### src/tiik_pkg.sv
package tiik_pkg;

    // Default CORDIC iteration count
    localparam int CORDIC_STEPS_DEF = 16;

    // CORDIC datapath width, angle width (radians * 2^24), multiplier operand width
    localparam int CW = 52;
    localparam int AW = 30;
    localparam int MW = 34;

    localparam logic signed [AW-1:0] HALF_PI_Q24 = 30'sd26353589;

    // Largest accepted step count
    localparam logic [6:0] STEP_MAX = 7'd64;

    // Configuration register indexes
    typedef enum logic [1:0] {
        REG_UPPER = 2'd0,
        REG_LOWER = 2'd1,
        REG_STEPS = 2'd2,
        REG_NONE  = 2'd3
    } reg_idx_t;

    // atan(2^-i) in radians * 2^24
    function automatic logic signed [AW-1:0] atan_q24(input logic [4:0] i);
        logic signed [AW-1:0] r;
        case (i)
            5'd0:  r = 30'sd13176795;
            5'd1:  r = 30'sd7778716;
            5'd2:  r = 30'sd4110060;
            5'd3:  r = 30'sd2086331;
            5'd4:  r = 30'sd1047214;
            5'd5:  r = 30'sd524117;
            5'd6:  r = 30'sd262123;
            5'd7:  r = 30'sd131069;
            5'd8:  r = 30'sd65536;
            5'd9:  r = 30'sd32768;
            5'd10: r = 30'sd16384;
            5'd11: r = 30'sd8192;
            5'd12: r = 30'sd4096;
            5'd13: r = 30'sd2048;
            5'd14: r = 30'sd1024;
            5'd15: r = 30'sd512;
            5'd16: r = 30'sd256;
            5'd17: r = 30'sd128;
            5'd18: r = 30'sd64;
            5'd19: r = 30'sd32;
            5'd20: r = 30'sd16;
            5'd21: r = 30'sd8;
            5'd22: r = 30'sd4;
            5'd23: r = 30'sd2;
            default: r = '0;
        endcase
        return r;
    endfunction

    // Saturate to 16 bits signed
    function automatic logic signed [15:0] sat16(input logic signed [31:0] v);
        logic signed [15:0] r;
        if (v > 32'sd32767)
            r = 16'sd32767;
        else if (v < -32'sd32768)
            r = -16'sd32768;
        else
            r = v[15:0];
        return r;
    endfunction

    // Round Q24 radians to Q3.13 and saturate
    function automatic logic signed [15:0] q24_to_q13(input logic signed [AW-1:0] v);
        logic signed [AW-1:0] t;
        t = (v + AW'(1024)) >>> 11;
        return sat16(32'(t));
    endfunction

endpackage

### src/tiik_sqrt.sv
module tiik_sqrt (
    input  logic        clk,
    input  logic        rst_n,
    input  logic        start,
    input  logic [63:0] rad_in,
    output logic        done,
    output logic [31:0] root
);
    import tiik_pkg::*;

    localparam int RW = 36;

    logic          busy_reg, busy_next;
    logic          done_reg, done_next;
    logic [63:0]   rad_reg, rad_next;
    logic [RW-1:0] rem_reg, rem_next;
    logic [31:0]   root_reg, root_next;
    logic [4:0]    cnt_reg, cnt_next;
    logic [RW-1:0] rem_sh, trial;
    logic          ge;

    // Two radicand bits per step, one root bit out (floored)
    assign rem_sh = {rem_reg[RW-3:0], rad_reg[63:62]};
    assign trial  = RW'({root_reg, 2'b01});
    assign ge     = rem_sh >= trial;

    always_comb
    begin
        busy_next = busy_reg;
        done_next = 1'b0;
        rad_next  = rad_reg;
        rem_next  = rem_reg;
        root_next = root_reg;
        cnt_next  = cnt_reg;
        if (!busy_reg)
        begin
            if (start)
            begin
                busy_next = 1'b1;
                rad_next  = rad_in;
                rem_next  = '0;
                root_next = '0;
                cnt_next  = '0;
            end
        end
        else
        begin
            rad_next  = rad_reg << 2;
            rem_next  = ge ? (rem_sh - trial) : rem_sh;
            root_next = {root_reg[30:0], ge};
            cnt_next  = cnt_reg + 1'b1;
            if (cnt_reg == 5'd31)
            begin
                busy_next = 1'b0;
                done_next = 1'b1;
            end
        end
    end

    always_ff @(posedge clk or negedge rst_n)
    begin
        if (!rst_n)
        begin
            busy_reg <= 1'b0;
            done_reg <= 1'b0;
        end
        else
        begin
            busy_reg <= busy_next;
            done_reg <= done_next;
        end
    end

    always_ff @(posedge clk)
    begin
        rad_reg  <= rad_next;
        rem_reg  <= rem_next;
        root_reg <= root_next;
        cnt_reg  <= cnt_next;
    end

    assign done = done_reg;
    assign root = root_reg;

endmodule

### config.mk
export PLATFORM = sky130hd
export DESIGN_NAME = tiik_sqrt
export DESIGN_NICKNAME = d
export VERILOG_FILES = /design/src/tiik_pkg.sv /design/src/tiik_sqrt.sv
export SDC_FILE = /design/constraint.sdc
export NUM_CORES = 1
export LEC_CHECK = 0
export BUFFER_PORTS_ARGS = -buffer_cell sky130_fd_sc_hd__buf_2
export CAP_MARGIN = 5
export CELL_PAD_IN_SITES_DETAIL_PLACEMENT = 0
export CELL_PAD_IN_SITES_GLOBAL_PLACEMENT = 1
export CORE_MARGIN = 2
export CORE_UTILIZATION = 50
export CTS_CLUSTER_SIZE = 30
export DETAILED_ROUTE_END_ITERATION = 7
export GPL_TIMING_DRIVEN = 0
export HOLD_SLACK_MARGIN = 0.1
export PLACE_DENSITY = 0.95
export SLEW_MARGIN = 20
export SYNTH_ARGS = -nofsm -noshare
export SYNTH_HDL_FRONTEND = slang
export SYNTH_SLANG_ARGS = --single-unit
### constraint.sdc
create_clock -name clk -period 10 [get_ports clk]
set_clock_uncertainty 0.2 [all_clocks]
set_input_delay 1 -clock clk [delete_from_list [all_inputs] [get_ports clk]]
set_output_delay 1 -clock clk [all_outputs]
set_load 0.02 [all_outputs]
Yosys cells after proc, flatten, opt, wreduce, memory -nomap -nowiden
Index checks and enable logic that the tools add are counted.
- flip-flop bits (word level): 137
- latch bits: 0
- bits in writable memories: 0
- ROM bits: 0
- output and inout port bits: 33
- logic and storage cells: 26
- memories: 0
- add/sub/neg operators: 2
- multipliers: 0
- div/mod/pow operators: 0
- order comparisons: 1
- eq/ne operators: 1
- shift-type cells: 0
- muxes and demuxes: 14
- bitwise operators: 0
- reductions and logical operators: 1
- operator list (kind ; number):
    $mux W64 ; 2
    $mux W34 ; 3
    $mux W32 ; 2
    $ge A36 B34 Y1 ; 1
    $sub A34 B34 Y34 ; 1
    $mux W5 ; 2
    $add A5 B1 Y5 const B ; 1
    $eq A5 B5 Y1 const B ; 1
    $mux W1 ; 5
    $reduce_bool A2 Y1 ; 1

Depth between registers and ports, before layout
- depth after elaboration: 3
- mapped depth: 13

Least setup slack after synthesis
OpenSTA, ideal clock, no wires.
- kind: input-to-reg
- start: in start
- end: reg cnt_reg[0] (enable)
- data arrival time: 3.634 ns
- slack: 5.680 ns
- cell stages on the path: 2
- buffers on the path: 0
- cells stage by stage: nor2_1 inv_1
- longest elaborated chain between the ends: 1
- ends and longest elaborated chain (element ; RTL line ; RTL):
    start, declared ; tiik_sqrt.sv:4 ; input logic start,
    $reduce_bool A2 Y1 (no source line) ; n/a ;
    end signal, assigned ; tiik_sqrt.sv:79 ; cnt_reg <= cnt_next;
    end, declared ; tiik_sqrt.sv:18 ; logic [4:0] cnt_reg, cnt_next;
No other way between the ends.
A chain may end at the register's enable or synchronous reset.

Final worst setup path
- start: reg root_reg[0], in the netlist root[0]
- end: reg rem_reg[29], data pin
- longest elaborated chain between the ends: 3
- ends and longest elaborated chain (element ; RTL line ; RTL):
    start, declared ; tiik_sqrt.sv:17 ; logic [31:0] root_reg, root_next;
    start signal, assigned ; tiik_sqrt.sv:78 ; root_reg <= root_next;
    $sub A34 B34 Y34 or $ge A36 B34 Y1 (tied branches) ; tiik_sqrt.sv:49, tiik_sqrt.sv:25 ;
    $mux W34 * ; tiik_sqrt.sv:49 ; rem_next = ge ? (rem_sh - trial) : rem_sh;
    $mux W34 * ; tiik_sqrt.sv:35 ; if (!busy_reg)
    end signal, assigned ; tiik_sqrt.sv:77 ; rem_reg <= rem_next;
    end, declared ; tiik_sqrt.sv:16 ; logic [RW-1:0] rem_reg, rem_next;
Mark *: on every way between the ends. The rest lies on a longest branch, timed or not.

==> impl_results.md <==
* Initial Util at 51.24%
* Clock sinks at 137
* I/O Pins at 100
* Layout Utilization at 60.34%
* Minimum clock period at 3.571 ns
* Area of the die at 15890 um^2
* Dpl cells at 928
* Detail Placement HPWL at 11460 um
* Synthesized area at 7447 um^2
* Post-Synthesis Net Count at 747
* Worst min path class: primary input to async pin
* Layout cell share with drive strength beyond 1 at 19.59%
* Antenna cells at 0
* Crit path DAT at 3.52 ns
* Synth Flop Type: edfxtp_1
* Max FFs per register at 64
* First-pass DRT Iterations at 5
* Sequential-to-total area share from yosys stat at 54.84%
* Die Height at 126.0 um
* Critical path capture point type: flip-flop
* Root buffer cell: clkbuf_16
* Slew margin rel. at 48.34%
* Post-synth EDFFs at 133
* First-pass GRT wire length at 26330 um
* Drt total wl at 16210 um
* Routed len/inst at 16.88 um
* Tot GR Track Use at 20.76%
* Tcrit/Tclk final at 35.71%
* Post-CTS resize count at 0
* Worst Path Required at 9.95 ns
* Skew-Pair Late Insertion Delay at 0.43 ns
* Number of synthesized register bits at 137
* CTS tree: done
* RSZ-0062 raised after global routing: no
* Yosys warning count at 0
* Synth top area share at 53.63%
* Setup violations, final at 0
* Setup TNS at 0 ns
* FFs w/ async S/R, synth at 1.460%
* Reg-to-Reg Start: root[0]
* Core Box Area at 14530 um^2
* Pin count of the biggest net entering global routing at 84
* PnR worst setup slack at 6.429 ns
* Final hold violation count at 0
* Post-DR vias/cell at 5.673
* CP Class: flip-flop to flip-flop
* Antenna Nets Post-Route at 0
* Slew Viols, Final at 0
* CTS buffer count at 17
* Post-synthesis to final-layout area growth at 17.76%
* List of most frequent post-synthesis cells: edfxtp_1 (133), nor2_1 (90), a22o_1 (62)
* Post-placement setup slack at 6.445 ns
* DRC at 0
* Antenna violations before repair at 0
* Max cap viols at 0
* Postcts setup bufs at 0
* CTS clk-pin slew, worst paths at 0.06 ns
* Site Rows at 44
* Yosys top cell by area: edfxtp_1
* # hold bufs at CTS at 0
* Grt ovf at 0
* Total Nets Final at 866
* Status: complete, no violations
* Bufs on Longest Clock Path at 2
* Port buffer count at 99
* Fmax at 280.0 MHz
* Startpoint Class: flip-flop
* Syn Area/Cell at 11.56 um^2
* Cells after synthesis at 644
* Synth area leaders: edfxtp_1 (54%), a22o_1 (7.3%), ha_1 (6.0%)
* Yosys cell types at 59
* Crit path max fanout at 10
* H-tree depth at 4
* Worst setup startpoint: root[0]
* Iter 0 DRT Violations at 357
* Non-Filler Instances at 960
* Least-Margin Pin Slew at 0.7554 ns
* Vias in the first global route at 5534
* Cell with the most instances after synthesis: edfxtp_1
* DIE WIDTH at 126.0 um
* Routability cong. at 0.8809
* Vias at 5446
[final timing paths]
| check | endpoint | slack, ns | cells after the start |
|---|---|---|---|
| max | rem_reg[29] | 6.43 | 12 |
| min | busy_reg | 0.14 | 1 |
| max reg2reg | rem_reg[29] | 6.43 | 12 |
| min reg2reg | rad_reg[0] | 0.32 | 2 |
| max in group asynchronous | done | 9.36 | 1 |
| min in group clk | rad_reg[0] | 0.32 | 2 |
[layout make-up]
| cell class | count | area (um^2) |
|---|---|---|
| plain buffers | 32 | 151.4 |
| clock buffers | 17 | 425.4 |
| clock inverters | 15 | 138.9 |
| fillers | 1228 | 5764 |
| inverters | 45 | 173.9 |
| multi-input cells | 430 | 3043 |
| flip-flops and latches | 137 | 4084 |
| well taps | 184 | 230.2 |
| repair buffers | 100 | 523.0 |
[kinds of logic (layout without fill, tap and decap cells)]
family	count (synthesis)	after routing	synth area share [%]
buffers and inverters	77	209	4.301
multiplexers	28	28	3.780
adder cells (fa/ha/maj)	36	36	6.048
AND/OR/NAND/NOR	172	172	10.70
XOR/XNOR	30	30	3.528
flip-flops	137	137	54.84
AO/OA/AOI/OAI	164	164	16.80
[metrics by stage]
step / instance area, um^2 / hold WS, ns
3_3_place_gp: 8173 / 0.2874
3_5_place_dp: 8205 / 0.3050
5_1_grt: 8770 / 0.1255
6_report: 8770 / 0.1408
4_1_cts: 8770 / 0.1251
2_1_floorplan: 7447 / 0.2608
[per-layer routing]
layer	up-vias	wire length, um	track usage, %
met4	0	228	6.917
met2	161	7690	33.90
met1	2611	7097	25.58
li1	2648	-	-
met5	-	0	0
met3	26	1189	7.732
[layout by cell type (no fill, tap or decap), drive strengths merged, types with 3 or more instances in the layout]
cell | synthesis | final
a22o | 62 | 62
a211oi | 4 | 4
o211ai | 4 | 4
xnor2 | 22 | 22
or2 | 5 | 5
nand4 | 6 | 6
nand3 | 12 | 12
a21boi | 3 | 3
edfxtp | 133 | 133
clkbuf | 26 | 43
nand2 | 16 | 16
xor2 | 8 | 8
nor2 | 90 | 90
a31oi | 6 | 6
and2 | 8 | 8
ha | 36 | 36
o21a | 6 | 6
and3 | 3 | 3
clkinvlp | 0 | 5
o21ai | 14 | 14
buf | 6 | 106
mux2i | 27 | 27
a21oi | 30 | 30
inv | 45 | 52
and4 | 4 | 4
a21o | 13 | 13
or3 | 4 | 4
nand2b | 4 | 4
nor3 | 12 | 12
[critical path, cell delays in order (launching register included)]
cell      delay, ns
edfxtp_1       0.38
inv_1          0.09
ha_1           0.40
nand2b_1       0.11
a211oi_2       0.27
o21ai_1        0.17
o31a_1         0.33
a211o_1        0.34
a31o_2         0.25
a21oi_4        0.22
buf_6          0.23
mux2i_1        0.22
nor2_1         0.07
Power is not shown: default switching activity piles up to over one toggle a cycle in this logic, so the estimate is an artifact.
